[config.mk]
export PLATFORM = sky130hd
export DESIGN_NAME = nfc_response_frame_checker_top
export DESIGN_NICKNAME = d
export VERILOG_FILES = /design/src/rtl/core/nrfc_pkg.sv /design/src/rtl/core/nrfc_csr.sv /design/src/rtl/core/nrfc_check.sv /design/src/rtl/core/nrfc_outq.sv /design/src/rtl/core/nfc_response_frame_checker_top.sv
export SDC_FILE = /design/constraint.sdc
export NUM_CORES = 1
export LEC_CHECK = 0
export ABC_AREA = 1
export BUFFER_PORTS_ARGS = -buffer_cell sky130_fd_sc_hd__buf_2
export CORE_UTILIZATION = 31
export CTS_CLUSTER_DIAMETER = 100
export CTS_CLUSTER_SIZE = 28
export DETAILED_ROUTE_END_ITERATION = 10
export PLACE_DENSITY_LB_ADDON = 0.15
export SLEW_MARGIN = 20
export SYNTH_ARGS = -nofsm -noshare
export SYNTH_HDL_FRONTEND = slang
export SYNTH_SLANG_ARGS = --single-unit
[constraint.sdc]
create_clock -name clock -period 4.8 [get_ports clock]
set_input_delay 0.96 -clock clock [delete_from_list [all_inputs] [get_ports clock]]
set_output_delay 0.96 -clock clock [all_outputs]
set_load 0.005 [all_outputs]
[src/rtl/core/nrfc_pkg.sv]
// Shared types and constants of the NFC response frame checker.
// No dependencies; imported by every module of the block.
package nrfc_pkg;

   // Fixed frame bytes
   localparam logic [7:0] READY_BYTE    = 8'h01;
   localparam logic [7:0] ZERO_BYTE     = 8'h00;
   localparam logic [7:0] START_BYTE    = 8'hFF;
   localparam logic [7:0] DIR_BYTE      = 8'hD5;
   localparam logic [7:0] ACK_LAST_POS  = 8'd6;

   // Byte positions inside an information frame
   localparam logic [8:0] POS_PRE_A     = 9'd1;
   localparam logic [8:0] POS_PRE_B     = 9'd2;
   localparam logic [8:0] POS_START     = 9'd3;
   localparam logic [8:0] POS_LEN       = 9'd4;
   localparam logic [8:0] POS_LCS       = 9'd5;
   localparam logic [8:0] POS_DIR       = 9'd6;
   localparam logic [8:0] POS_CODE      = 9'd7;
   localparam logic [8:0] POS_PAYLOAD   = 9'd8;

   // Target list offsets inside the payload
   localparam logic [8:0] TG_NBTG       = 9'd0;
   localparam logic [8:0] TG_IDLEN      = 9'd5;
   localparam logic [8:0] TG_ID_START   = 9'd6;

   // Result queue geometry
   localparam int OUTQ_DEPTH = 4;
   localparam int OUTQ_AW    = 2;

   // Register addresses (word index)
   typedef enum logic [1:0] {
      REG_EXPECT_ACK    = 2'd0,
      REG_EXPECTED_CODE = 2'd1,
      REG_UID_ONLY      = 2'd2
   } reg_index_type;

   typedef enum logic [1:0] {
      STATUS_OK      = 2'd0,
      STATUS_FRAME   = 2'd1,
      STATUS_NO_CARD = 2'd2
   } status_type;

   typedef struct packed {
      logic       expect_ack;
      logic [7:0] expected_code;
      logic       uid_only;
   } cfg_type;

   // What the checker produces for one item
   typedef struct packed {
      logic       data_valid;
      logic [7:0] data_byte;
      logic       status_valid;
      status_type status_code;
      logic [5:0] payload_count;
   } chk_out_type;

   // One result item
   typedef struct packed {
      logic       result_kind;
      logic [7:0] data_byte;
      status_type status_code;
      logic [5:0] payload_count;
      logic       is_last;
   } rsp_type;

   // Acknowledge frame after the ready byte
   function automatic logic [7:0] ack_byte(input logic [2:0] idx);
      logic [7:0] b;
      unique case (idx)
         3'd0:    b = 8'h00;
         3'd1:    b = 8'h00;
         3'd2:    b = 8'hFF;
         3'd3:    b = 8'h00;
         3'd4:    b = 8'hFF;
         3'd5:    b = 8'h00;
         default: b = 8'h00;
      endcase
      return b;
   endfunction

endpackage

[src/rtl/core/nrfc_csr.sv]
// Configuration registers of the frame checker behind an APB-style port.
// Depends on nrfc_pkg.
module nrfc_csr import nrfc_pkg::*; (
   input  logic        clock,
   input  logic        reset,
   input  logic        psel,
   input  logic        penable,
   input  logic        pwrite,
   input  logic [3:0]  paddr,
   input  logic [31:0] pwdata,
   output logic [31:0] prdata,
   output cfg_type     cfg
);

   cfg_type       cfg_ff;
   cfg_type       cfg_in;
   logic          wr_en;
   reg_index_type idx;

   assign idx   = reg_index_type'(paddr[3:2]);
   assign wr_en = psel & penable & pwrite;

   // Register write decode
   always_comb begin
      cfg_in = cfg_ff;
      if (wr_en) begin
         unique case (idx)
            REG_EXPECT_ACK:    cfg_in.expect_ack    = pwdata[0];
            REG_EXPECTED_CODE: cfg_in.expected_code = pwdata[7:0];
            REG_UID_ONLY:      cfg_in.uid_only      = pwdata[0];
            default:           cfg_in = cfg_ff;
         endcase
      end
   end

   always_ff @(posedge clock) begin
      if (reset) begin
         cfg_ff <= '0;
      end else begin
         cfg_ff <= cfg_in;
      end
   end

   // Read mux
   always_comb begin
      prdata = '0;
      unique case (idx)
         REG_EXPECT_ACK:    prdata = {31'd0, cfg_ff.expect_ack};
         REG_EXPECTED_CODE: prdata = {24'd0, cfg_ff.expected_code};
         REG_UID_ONLY:      prdata = {31'd0, cfg_ff.uid_only};
         default:           prdata = '0;
      endcase
   end

   assign cfg = cfg_ff;

endmodule

[src/rtl/core/nrfc_check.sv]
// Per-byte frame check: transaction state and the decision for one item.
// Depends on nrfc_pkg.
module nrfc_check import nrfc_pkg::*; #(
   parameter int MAX_READ_BYTES = 32,
   parameter int MAX_ID_BYTES   = 10
) (
   input  logic        clock,
   input  logic        reset,
   input  logic        fire,
   input  logic [7:0]  rx_byte,
   input  logic        end_of_read,
   input  cfg_type     cfg,
   output chk_out_type res
);

   localparam int PW = $clog2(MAX_READ_BYTES);

   logic [PW-1:0] pos_ff, pos_in;
   logic [7:0]    len_ff, len_in;
   logic [7:0]    sum_ff, sum_in;
   logic          err_ff, err_in;
   logic          done_ff, done_in;
   logic          nocard_ff, nocard_in;
   logic [3:0]    idlen_ff, idlen_in;
   logic [5:0]    cnt_ff, cnt_in;

   logic [8:0]    pos9, len9, q9;
   logic [7:0]    lcs_sum, pl;
   logic          emit;
   status_type    status;

   assign pos9 = 9'(pos_ff);
   assign len9 = {1'b0, len_ff};
   assign q9   = pos9 - POS_PAYLOAD;
   assign lcs_sum = len_ff + rx_byte;
   assign pl      = len_ff - 8'd2;

   always_comb begin
      pos_in    = pos_ff;
      len_in    = len_ff;
      sum_in    = sum_ff;
      err_in    = err_ff;
      done_in   = done_ff;
      nocard_in = nocard_ff;
      idlen_in  = idlen_ff;
      cnt_in    = cnt_ff;
      emit      = 1'b0;
      status    = STATUS_OK;

      // Check the byte at the current position
      if (fire && !err_ff && !done_ff) begin
         priority if (pos_ff == '0) begin
            if (rx_byte != READY_BYTE) err_in = 1'b1;
         end else if (cfg.expect_ack) begin
            if (pos9 <= 9'(ACK_LAST_POS)) begin
               if (rx_byte != ack_byte(3'(pos9 - 9'd1))) err_in = 1'b1;
               else if (pos9 == 9'(ACK_LAST_POS)) done_in = 1'b1;
            end
         end else if (pos9 == POS_PRE_A || pos9 == POS_PRE_B) begin
            if (rx_byte != ZERO_BYTE) err_in = 1'b1;
         end else if (pos9 == POS_START) begin
            if (rx_byte != START_BYTE) err_in = 1'b1;
         end else if (pos9 == POS_LEN) begin
            len_in = rx_byte;
         end else if (pos9 == POS_LCS) begin
            if (lcs_sum != 8'd0 || len_ff < 8'd2 ||
                POS_PAYLOAD + len9 > 9'(MAX_READ_BYTES)) err_in = 1'b1;
         end else if (pos9 == POS_DIR) begin
            if (rx_byte != DIR_BYTE) err_in = 1'b1;
            else sum_in = rx_byte;
         end else if (pos9 == POS_CODE) begin
            if (rx_byte != cfg.expected_code) err_in = 1'b1;
            else sum_in = sum_ff + rx_byte;
         end else if (pos9 < POS_DIR + len9) begin
            // Payload byte
            sum_in = sum_ff + rx_byte;
            if (!cfg.uid_only) begin
               emit = 1'b1;
            end else begin
               priority if (q9 == TG_NBTG) begin
                  if (rx_byte == 8'd0) nocard_in = 1'b1;
               end else if (q9 == TG_IDLEN) begin
                  if (!nocard_ff) begin
                     if (rx_byte == 8'd0 || rx_byte > 8'(MAX_ID_BYTES)) err_in = 1'b1;
                     else idlen_in = rx_byte[3:0];
                  end
               end else if (q9 >= TG_ID_START && !nocard_ff && idlen_ff != 4'd0 &&
                            q9 < TG_ID_START + 9'(idlen_ff)) begin
                  emit = 1'b1;
               end else begin
                  emit = 1'b0;
               end
            end
         end else if (pos9 == POS_DIR + len9) begin
            if (8'(sum_ff + rx_byte) != 8'd0) err_in = 1'b1;
         end else if (pos9 == POS_CODE + len9) begin
            // Postamble closes the frame
            if (rx_byte != ZERO_BYTE) begin
               err_in = 1'b1;
            end else begin
               done_in = 1'b1;
               if (cfg.uid_only) begin
                  if (pl < 8'd1) err_in = 1'b1;
                  else if (!nocard_ff) begin
                     if (pl < 8'd6 || 8'd6 + 8'(idlen_ff) > pl) err_in = 1'b1;
                  end
               end
            end
         end else begin
            // Bytes beyond the frame need no check
            err_in = err_ff;
         end
         if (emit) cnt_in = cnt_ff + 6'd1;
      end

      // Close the transaction or advance
      if (fire && end_of_read) begin
         if (err_in || !done_in) status = STATUS_FRAME;
         else if (nocard_in)     status = STATUS_NO_CARD;
         else                    status = STATUS_OK;
      end
      res.data_valid    = emit;
      res.data_byte     = rx_byte;
      res.status_valid  = fire & end_of_read;
      res.status_code   = status;
      res.payload_count = (status == STATUS_NO_CARD) ? 6'd0 : cnt_in;

      if (fire && end_of_read) begin
         pos_in    = '0;
         len_in    = '0;
         sum_in    = '0;
         err_in    = 1'b0;
         done_in   = 1'b0;
         nocard_in = 1'b0;
         idlen_in  = '0;
         cnt_in    = '0;
      end else if (fire) begin
         if ((PW+1)'(pos_ff) + (PW+1)'(1) >= (PW+1)'(MAX_READ_BYTES)) err_in = 1'b1;
         else pos_in = pos_ff + PW'(1);
      end
   end

   always_ff @(posedge clock) begin
      if (reset) begin
         pos_ff    <= '0;
         len_ff    <= '0;
         sum_ff    <= '0;
         err_ff    <= 1'b0;
         done_ff   <= 1'b0;
         nocard_ff <= 1'b0;
         idlen_ff  <= '0;
         cnt_ff    <= '0;
      end else begin
         pos_ff    <= pos_in;
         len_ff    <= len_in;
         sum_ff    <= sum_in;
         err_ff    <= err_in;
         done_ff   <= done_in;
         nocard_ff <= nocard_in;
         idlen_ff  <= idlen_in;
         cnt_ff    <= cnt_in;
      end
   end

endmodule

[src/rtl/core/nrfc_outq.sv]
// Small result queue: takes up to two result items a cycle, hands out one while out_ready is high.
// Depends on nrfc_pkg.
module nrfc_outq import nrfc_pkg::*; (
   input  logic       clock,
   input  logic       reset,
   input  logic [1:0] push_cnt,
   input  rsp_type    push_a,
   input  rsp_type    push_b,
   output logic       room,
   output logic       out_valid,
   input  logic       out_ready,
   output rsp_type    out_item
);

   rsp_type              ent_ff [OUTQ_DEPTH];
   logic [OUTQ_AW-1:0]   wr_ff, wr_in;
   logic [OUTQ_AW-1:0]   rd_ff, rd_in;
   logic [OUTQ_AW:0]     cnt_ff, cnt_in;
   logic                 pop;

   assign out_valid = (cnt_ff != '0);
   assign out_item  = ent_ff[rd_ff];
   assign pop       = out_valid & out_ready;
   // Room for the two results one item can cause
   assign room      = (cnt_ff <= (OUTQ_AW+1)'(OUTQ_DEPTH - 2));

   always_comb begin
      wr_in  = wr_ff + OUTQ_AW'(push_cnt);
      rd_in  = rd_ff + OUTQ_AW'(pop);
      cnt_in = cnt_ff + (OUTQ_AW+1)'(push_cnt) - (OUTQ_AW+1)'(pop);
   end

   // Entry storage
   always_ff @(posedge clock) begin
      if (push_cnt != 2'd0) ent_ff[wr_ff] <= push_a;
      if (push_cnt == 2'd2) ent_ff[wr_ff + OUTQ_AW'(1)] <= push_b;
   end

   always_ff @(posedge clock) begin
      if (reset) begin
         wr_ff  <= '0;
         rd_ff  <= '0;
         cnt_ff <= '0;
      end else begin
         wr_ff  <= wr_in;
         rd_ff  <= rd_in;
         cnt_ff <= cnt_in;
      end
   end

endmodule

[src/rtl/core/nfc_response_frame_checker_top.sv]
// NFC response frame checker, top level.
// Depends on nrfc_pkg, nrfc_csr, nrfc_check and nrfc_outq.
//
// Usage:
//   req_*  : one received byte per item (req_rx_byte, req_end_of_read set on
//            the last byte of the read transaction).
//   rsp_*  : result items; a payload/identifier byte (result_kind 0) or the
//            final status (result_kind 1, is_last 1) of the transaction.
//   csr_*  : APB-style registers expect_ack (0x0), expected_code (0x4),
//            uid_only (0x8); write them only while the block is idle.
// Timing:
//   An item is registered on acceptance and checked once the result queue has
//   room; its results go through the result queue to rsp_*. One item is taken
//   per cycle while the queue has room; a byte that yields both a data result
//   and a status result puts both into the queue, the data result first.
//   The four-entry result queue sets how long the block keeps accepting while
//   the receiver stalls: it checks an item only with room for two results,
//   then req_ready drops until rsp_ready lets items drain.
// Reset: clears the transaction state, the registers (all zero) and the
//   result queue.
module nfc_response_frame_checker_top import nrfc_pkg::*; #(
   parameter int MAX_READ_BYTES = 32,
   parameter int MAX_ID_BYTES   = 10
) (
   input  logic        clock,
   input  logic        reset,
   input  logic        req_valid,
   output logic        req_ready,
   input  logic [7:0]  req_rx_byte,
   input  logic        req_end_of_read,
   output logic        rsp_valid,
   input  logic        rsp_ready,
   output logic        rsp_result_kind,
   output logic [7:0]  rsp_data_byte,
   output logic [1:0]  rsp_status_code,
   output logic [5:0]  rsp_payload_count,
   output logic        rsp_is_last,
   input  logic        csr_psel,
   input  logic        csr_penable,
   input  logic        csr_pwrite,
   input  logic [3:0]  csr_paddr,
   input  logic [31:0] csr_pwdata,
   output logic [31:0] csr_prdata,
   output logic        csr_pready
);

   cfg_type     cfg;
   chk_out_type chk;
   rsp_type     data_ent, stat_ent, push_a, push_b, out_item;
   logic [1:0]  push_cnt;
   logic        room;
   logic        consume;

   logic        in_valid_ff, in_valid_in;
   logic [7:0]  in_byte_ff;
   logic        in_last_ff;

   assign csr_pready = 1'b1;

   nrfc_csr u_csr (
      .clock   (clock),
      .reset   (reset),
      .psel    (csr_psel),
      .penable (csr_penable),
      .pwrite  (csr_pwrite),
      .paddr   (csr_paddr),
      .pwdata  (csr_pwdata),
      .prdata  (csr_prdata),
      .cfg     (cfg)
   );

   // Input register
   assign consume   = in_valid_ff & room;
   assign req_ready = ~in_valid_ff | consume;

   always_comb begin
      in_valid_in = in_valid_ff;
      if (req_valid && req_ready) in_valid_in = 1'b1;
      else if (consume)           in_valid_in = 1'b0;
   end

   always_ff @(posedge clock) begin
      if (reset) begin
         in_valid_ff <= 1'b0;
      end else begin
         in_valid_ff <= in_valid_in;
      end
   end

   always_ff @(posedge clock) begin
      if (req_valid && req_ready) begin
         in_byte_ff <= req_rx_byte;
         in_last_ff <= req_end_of_read;
      end
   end

   nrfc_check #(
      .MAX_READ_BYTES (MAX_READ_BYTES),
      .MAX_ID_BYTES   (MAX_ID_BYTES)
   ) u_check (
      .clock       (clock),
      .reset       (reset),
      .fire        (consume),
      .rx_byte     (in_byte_ff),
      .end_of_read (in_last_ff),
      .cfg         (cfg),
      .res         (chk)
   );

   // Form result items; a data result goes ahead of the status
   always_comb begin
      data_ent.result_kind   = 1'b0;
      data_ent.data_byte     = chk.data_byte;
      data_ent.status_code   = STATUS_OK;
      data_ent.payload_count = 6'd0;
      data_ent.is_last       = 1'b0;
      stat_ent.result_kind   = 1'b1;
      stat_ent.data_byte     = 8'd0;
      stat_ent.status_code   = chk.status_code;
      stat_ent.payload_count = chk.payload_count;
      stat_ent.is_last       = 1'b1;
      push_a   = chk.data_valid ? data_ent : stat_ent;
      push_b   = stat_ent;
      push_cnt = 2'(chk.data_valid) + 2'(chk.status_valid);
   end

   nrfc_outq u_outq (
      .clock     (clock),
      .reset     (reset),
      .push_cnt  (push_cnt),
      .push_a    (push_a),
      .push_b    (push_b),
      .room      (room),
      .out_valid (rsp_valid),
      .out_ready (rsp_ready),
      .out_item  (out_item)
   );

   assign rsp_result_kind   = out_item.result_kind;
   assign rsp_data_byte     = out_item.data_byte;
   assign rsp_status_code   = out_item.status_code;
   assign rsp_payload_count = out_item.payload_count;
   assign rsp_is_last       = out_item.is_last;

`ifndef NO_ASSERTIONS
   // Status items and only status items close a transaction
   a_last_is_status: assert property (@(posedge clock) disable iff (reset)
      rsp_valid |-> (rsp_is_last == rsp_result_kind))
      else $error("is_last disagrees with result kind");

   // Data items carry no status and no count
   a_data_clean: assert property (@(posedge clock) disable iff (reset)
      rsp_valid && !rsp_result_kind |-> rsp_status_code == STATUS_OK &&
      rsp_payload_count == 6'd0)
      else $error("data item with status fields set");

   // No-card status always reports an empty count
   a_nocard_count: assert property (@(posedge clock) disable iff (reset)
      rsp_valid && rsp_status_code == STATUS_NO_CARD |-> rsp_payload_count == 6'd0)
      else $error("no-card status with nonzero count");

   // Queue comes out of reset empty
   a_reset_empty: assert property (@(posedge clock)
      $past(reset) |-> !rsp_valid)
      else $error("result after reset");
`endif

endmodule

==> results of run 1 <==
worst max-delay path: stages, from the launching register on:
cell and delay, ns:
dfxtp_1 0.41, inv_1 0.12, ha_1 0.25, inv_1 0.12
nand2_1 0.08, nand2_1 0.10, ha_1 0.23, inv_1 0.09
o21ai_0 0.09, o21ai_0 0.20, inv_1 0.08, o21ai_2 0.21
inv_2 0.06, nor3_2 0.18, nand2_2 0.19, inv_2 0.26
ha_1 0.21, inv_1 0.09, ha_1 0.31, fa_1 0.43
xor2_1 0.17, inv_1 0.06, nor2_1 0.03
state kept, by name, summed over array words and instances, names as in the netlist:
name and flops:
u_check.nocard_ff 1, u_csr.cfg 10, u_check.idlen_ff 4, u_outq.rd_ff 2, in_byte_ff 8, u_check.done_ff 1, in_valid_ff 1, u_outq.ent_ff 68
u_check.pos_ff 5, u_outq.cnt_ff 3, u_outq.wr_ff 2, in_last_ff 1, u_check.err_ff 1, u_check.len_ff 8, u_check.cnt_ff 6, u_check.sum_ff 8
where the power goes:
group          switching, W  internal (W)
registers         0.0000916       0.00127
logic              0.000511      0.000322
clock network      0.000545      0.000782
final cells by class:
class,count,area (µm²)
clock buffers,17,425.4
clock inverters,15,171.4
fillers,2626,15500
inverters,166,623.1
multi-input cells,721,3954
flip-flops and latches,129,2993
well taps,324,405.4
repair buffers,69,385.4
kinds of logic after synthesis:
group	count (synthesis)	synth area share
DFF	129	0.3851
other	2	0.0009662
xor gates and xnor gates	23	0.02592
AOI/OAI and AO/OA	220	0.1558
and+or+nand+nor	400	0.2260
adders and majority gates	53	0.08822
buffers and inverters	215	0.1180
through the flow:
stage,util,total power [W],worst slack (ns),hold WS [ns],std cells
3_5_place_dp,0.3418,0.002227,0.7298,0.4452,1409
3_3_place_gp,0.3418,0.002220,0.7359,0.4371,1409
4_1_cts,0.3662,0.003557,0.7080,0.4558,1441
2_1_floorplan,-,0.001960,0.7864,0.4219,1065
5_1_grt,0.3662,0.003740,0.3534,0.4608,1441
6_report,0.3662,0.003522,0.7176,0.4560,1441
per-layer routing:
layer	part of all wire	global-route usage	up-vias
met5	0	0	-
met4	0.012	0.04069	0
met3	0.030	0.03177	15
li1	-	-	3531
met1	0.49	0.2347	3084
met2	0.47	0.2982	103
synth_stat cells (4+ instances only):
library cell / n / area, µm²
nand3b_1: 4 / 30.03
clkbuf_1: 16 / 60.06
nor2_2: 5 / 31.28
a21oi_1: 74 / 370.4
clkinv_1: 4 / 15.01
buf_2: 4 / 20.02
buf_4: 26 / 195.2
xor2_1: 11 / 96.34
a31oi_1: 9 / 56.30
nand2_4: 6 / 67.56
o21ai_0: 73 / 365.4
nand3_1: 42 / 210.2
xnor2_1: 12 / 105.1
inv_2: 8 / 30.03
o21ai_1: 6 / 30.03
o211ai_1: 4 / 30.03
edfxtp_1: 41 / 1231
ha_1: 50 / 625.6
nor3_1: 21 / 105.1
nor2_1: 118 / 442.9
dfxtp_1: 88 / 1762
nand2_1: 174 / 653.1
nand4_1: 13 / 81.33
o22ai_1: 41 / 256.5
o21a_1: 4 / 30.03
inv_1: 154 / 578.1
nor4_1: 6 / 37.54
how the worst max path moves through the flow:
stage / endpoint / slack, ns
finish: u_outq.cnt_ff[2]$_SDFF_PP0_ / 0.72
CTS: u_outq.cnt_ff[2]$_SDFF_PP0_ / 0.71
detailed placement: u_outq.cnt_ff[2]$_SDFF_PP0_ / 0.73
floorplan: u_outq.ent_ff[2][8]$_DFFE_PP_ / 0.79
global placement: u_outq.cnt_ff[2]$_SDFF_PP0_ / 0.74
global route: u_outq.ent_ff[1][4]$_DFFE_PP_ / 0.35
==> results.ini, run 1 <==
[die]
start_util = 0.3177
die_x_um = 160.3
coreArea_um2 = 24460
die_y_um = 160.3
ioPinCount = 105
die_area_um2 = 25710
fp-row-count = 57

[clock_tree]
cts_buffers = 17
clk_path_buf_depth = 2
postCtsSetupRepairBufs = 0
cts_root_buf = clkbuf_16
htree_levels = 4
holdBufCountCts = 0
cts_tree = done
cts.clk_slew.worst_paths_ns = 0.07
clock_latency_ns = 0.42
clock-sinks = 129
cts_resized = 0

[setup_path]
path_class = reg2reg
worst_r2r_path_depth = 22
r2r-start = u_check.len_ff[2]$_SDFFE_PP0P_
crit_arrival_ns = 4.39
required_ns = 5.10
crit-reg2reg-capture = u_outq.cnt_ff[2]$_SDFF_PP0_
start_kind = register
crit_start = u_check.len_ff[2]$_SDFFE_PP0P_
regToRegSetupSlack_ns = 0.72
endpoint_kind = register
path_max_fanout = 13

[detailed_routing]
wirelength_um = 22060
via_count = 6733
drc_errors = 0
avgViaCountPerCell = 4.672
drt_iter0_drc = 373
ant_nets = 0
firstDrtPassIters = 5
wire_per_inst_um = 15.31

[synth]
async_reset_ff_frac = 0
synth-seq-area-share = 0.3851
synth_cell_type_count = 42
synth-seq-cells = 129
syn_area_um2 = 7772
syn_inst = 1042
synth_edf_count = 41
synth-main-ff-cell = dfxtp_1
yosysWarnings = 0
syn_avg_cell_area_um2 = 7.459

[power]
powerDensity_nw_per_um2 = 393.2
ir_drop_mv = 0.1750
p_leak_nw = 4.021

[cells_and_area]
area_growth_pct = 15.24
nets = 1209
diodes = 0
final_design_area_no_fill_um2 = 8957
final_cell_mix = 174 x nand2_1, 154 x inv_1, 118 x nor2_1, 88 x dfxtp_1, 74 x a21oi_1
final_layout_size_suffix_gt1_frac = 0.1182
mostFrequentLayoutCell = nand2_1

[sta]
finalHoldViolCount = 0
skew_ns = 0.01372
min_period_ns = 4.082
post-route-period-util = 0.8505
fin_setup_tns_ns = 0
fmax_mhz = 245.0
setup_viol = 0
tightest_slew_ns = 0.9129
slew_violations = 0
slew_headroom = 0.3873
grt_setup_unrepaired = no

[hold_path]
worst_hold_path_type = reg2reg
hold_start = u_outq.ent_ff[0][0]$_SDFFE_PP1P_
min_to = u_outq.ent_ff[0][0]$_SDFFE_PP1P_
hold_depth = 2

[placement]
portBuffers = 53
placed_area_um2 = 8361
gp_congestion = 0.8570
post-dp-hpwl_um = 15880

[global_route]
grt_pass1_wl_um = 35320
grtUsageTotal = 0.1770
antenna_found_initial = 0
grt-ovfl-total = 0
grt_max_degree = 43
grt_pass1_vias = 6517

[flow_run]
cap_viol_max_count = 0

[run_status]
outcome = completed

Power figures use the tool's default switching activity.
==> inputs of run 2 (changes only) <==
--- a/config.mk
+++ b/config.mk
@@ -7,6 +7,8 @@
 export LEC_CHECK = 0
 export ABC_AREA = 1
 export BUFFER_PORTS_ARGS = -buffer_cell sky130_fd_sc_hd__buf_2
+export CELL_PAD_IN_SITES_DETAIL_PLACEMENT = 1
+export CELL_PAD_IN_SITES_GLOBAL_PLACEMENT = 1
 export CORE_UTILIZATION = 31
 export CTS_CLUSTER_DIAMETER = 100
 export CTS_CLUSTER_SIZE = 28
==> run 2 against run 1 <==
Effect of this change: sequential power about the same; register-to-register slack worse by 0.06 ns; final area up 0.27%; largest cell class unchanged.
==> results.ini, run 2 (same netlist as run 1, synthesis figures left out) <==
[sta]
tightest_slew_ns = 0.9677
slew_headroom = 0.3509
grt_setup_unrepaired = no
slew_violations = 0
setup_viol = 0
min_period_ns = 4.140
fin_ws_ns = 0.6596
fin_setup_tns_ns = 0
post-route-period-util = 0.8626
finalHoldViolCount = 0
skew_ns = 0.01188
fmax_mhz = 241.5

[detailed_routing]
via_count = 6985
wire_per_inst_um = 16.14
drc_errors = 0
drt_iter0_drc = 324
wirelength_um = 23340
avgViaCountPerCell = 4.831
firstDrtPassIters = 4
ant_nets = 0

[cells_and_area]
area_growth_pct = 15.55
nets = 1214
regMostFlops = u_outq.ent_ff
ff_latch_area_um2 = 2993
diodes = 0
nFillCells = 3044
final_cell_mix = 174 x nand2_1, 153 x inv_1, 118 x nor2_1, 88 x dfxtp_1, 74 x a21oi_1
final_layout_size_suffix_gt1_frac = 0.1212
final_design_area_no_fill_um2 = 8981
mostFrequentLayoutCell = nand2_1
fin_util = 0.3671
largest_reg_flops = 68
multi_input_area_um2 = 3949

[clock_tree]
clock_latency_ns = 0.42
cts.clk_slew.worst_paths_ns = 0.07
cts_buffers = 17
clk_path_buf_depth = 2
cts_root_buf = clkbuf_16
cts_resized = 0
cts_tree = done
htree_levels = 4
clock-sinks = 129
holdBufCountCts = 0
postCtsSetupRepairBufs = 0

[placement]
portBuffers = 53
post-dp-hpwl_um = 17340
post-place-ws_ns = 0.6611
placed_area_um2 = 8393
gp_congestion = 0.7977

[global_route]
grtUsageTotal = 0.1896
met3_usage = 0.03332
grt_pass1_wl_um = 37830
busiest_layer = met2
use_met2 = 0.3308
grt_max_degree = 35
antenna_found_initial = 0
grt-ovfl-total = 0
grt_use_met1 = 0.2415
grt_pass1_vias = 6990

[die]
die_y_um = 160.3
start_util = 0.3177
coreArea_um2 = 24460
ioPinCount = 105
fp-row-count = 57
die_x_um = 160.3
die_area_um2 = 25710

[power]
powerDensity_nw_per_um2 = 391.1
p_leak_nw = 4.037
ir_drop_mv = 0.2162

[setup_path]
timing.critical_path.buf_inv = 8
path_cells = inv_1, ha_1, inv_1, nand2_1, nand2_1, ha_1, inv_1, o21ai_0, o21ai_0, inv_1, o21ai_2, inv_2, nor3_2, nand2_2, inv_2, ha_1, inv_1, ha_1, fa_1, xor2_1, inv_1, nor2_1
critPathSlowestCell = fa_1
regToRegSetupSlack_ns = 0.66
start_kind = register
path_class = reg2reg
required_ns = 5.11
path_delay_family = adder cells
endpoint_kind = register
crit_path_frequent_cell = inv_1
crit_path_max_incr_delay_ns = 0.44
path_max_fanout = 13
crit_arrival_ns = 4.45

[flow_run]
cap_viol_max_count = 0

[run_status]
outcome = completed

[hold_path]
worst_hold_path_type = reg2reg

## run 2: cell types whose count changed in the layout (fill, tap and decap cells not counted), sizes merged
cell | previous run | this run
buf | 69 | 74
bufinv | 2 | 1
clkinvlp | 1 | 2
clkinv | 8 | 7
inv | 170 | 171
## run 2: worst register-to-register path, stage by stage (launching register included)
cell and delay [ns]:
dfxtp_1 0.42, inv_1 0.13, ha_1 0.26, inv_1 0.12, nand2_1 0.08, nand2_1 0.10
ha_1 0.24, inv_1 0.10, o21ai_0 0.09, o21ai_0 0.15, inv_1 0.07, o21ai_2 0.25
inv_2 0.07, nor3_2 0.20, nand2_2 0.20, inv_2 0.26, ha_1 0.21, inv_1 0.09
ha_1 0.31, fa_1 0.44, xor2_1 0.17, inv_1 0.06, nor2_1 0.03
## run 2: cell type report
| cell class | count | area share |
|---|---|---|
| multi-input cells | 721 | 0.4397 |
| inverters | 166 | 0.06938 |
| clock inverters | 15 | 0.01811 |
| clock buffers | 17 | 0.04737 |
| repair buffers | 74 | 0.04709 |
| well taps | 324 | 0.04514 |
| flip-flops and latches | 129 | 0.3332 |
## run 2: per-layer routing
| layer | routed length, µm | part of all wire | up-vias |
|---|---|---|---|
| met1 | 11030 | 0.47 | 3325 |
| met2 | 11420 | 0.49 | 102 |
| met4 | 284 | 0.012 | 0 |
| met3 | 601 | 0.026 | 21 |
| met5 | 0 | 0 | - |
| li1 | - | - | 3537 |
## run 2: final timing paths
path                                          from                               end  cells after the start
setup / recovery    u_check.len_ff[2]$_SDFFE_PP0P_       u_outq.cnt_ff[2]$_SDFF_PP0_                     22
hold / removal    u_outq.ent_ff[2][0]$_SDFFE_PP1P_  u_outq.ent_ff[2][0]$_SDFFE_PP1P_                      2
setup reg to reg    u_check.len_ff[2]$_SDFFE_PP0P_       u_outq.cnt_ff[2]$_SDFF_PP0_                     22
hold reg to reg   u_outq.ent_ff[2][0]$_SDFFE_PP1P_  u_outq.ent_ff[2][0]$_SDFFE_PP1P_                      2
## run 2: per-stage QoR
stage               hold WS, ns  instances  power, W
finish                   0.4477       1446  0.003513
global route             0.4674       1446  0.003739
CTS                      0.4512       1446  0.003557
detailed placement       0.4364       1414  0.002241
global placement         0.4400       1414  0.002227
floorplan                0.4219       1065  0.001960
## run 2: power by group
group          switching, W  internal, W  leakage, nW
clock network      0.000566     0.000739        0.285
logic              0.000527     0.000328         2.65
registers         0.0000817      0.00127         1.10
total               0.00117      0.00234         4.04
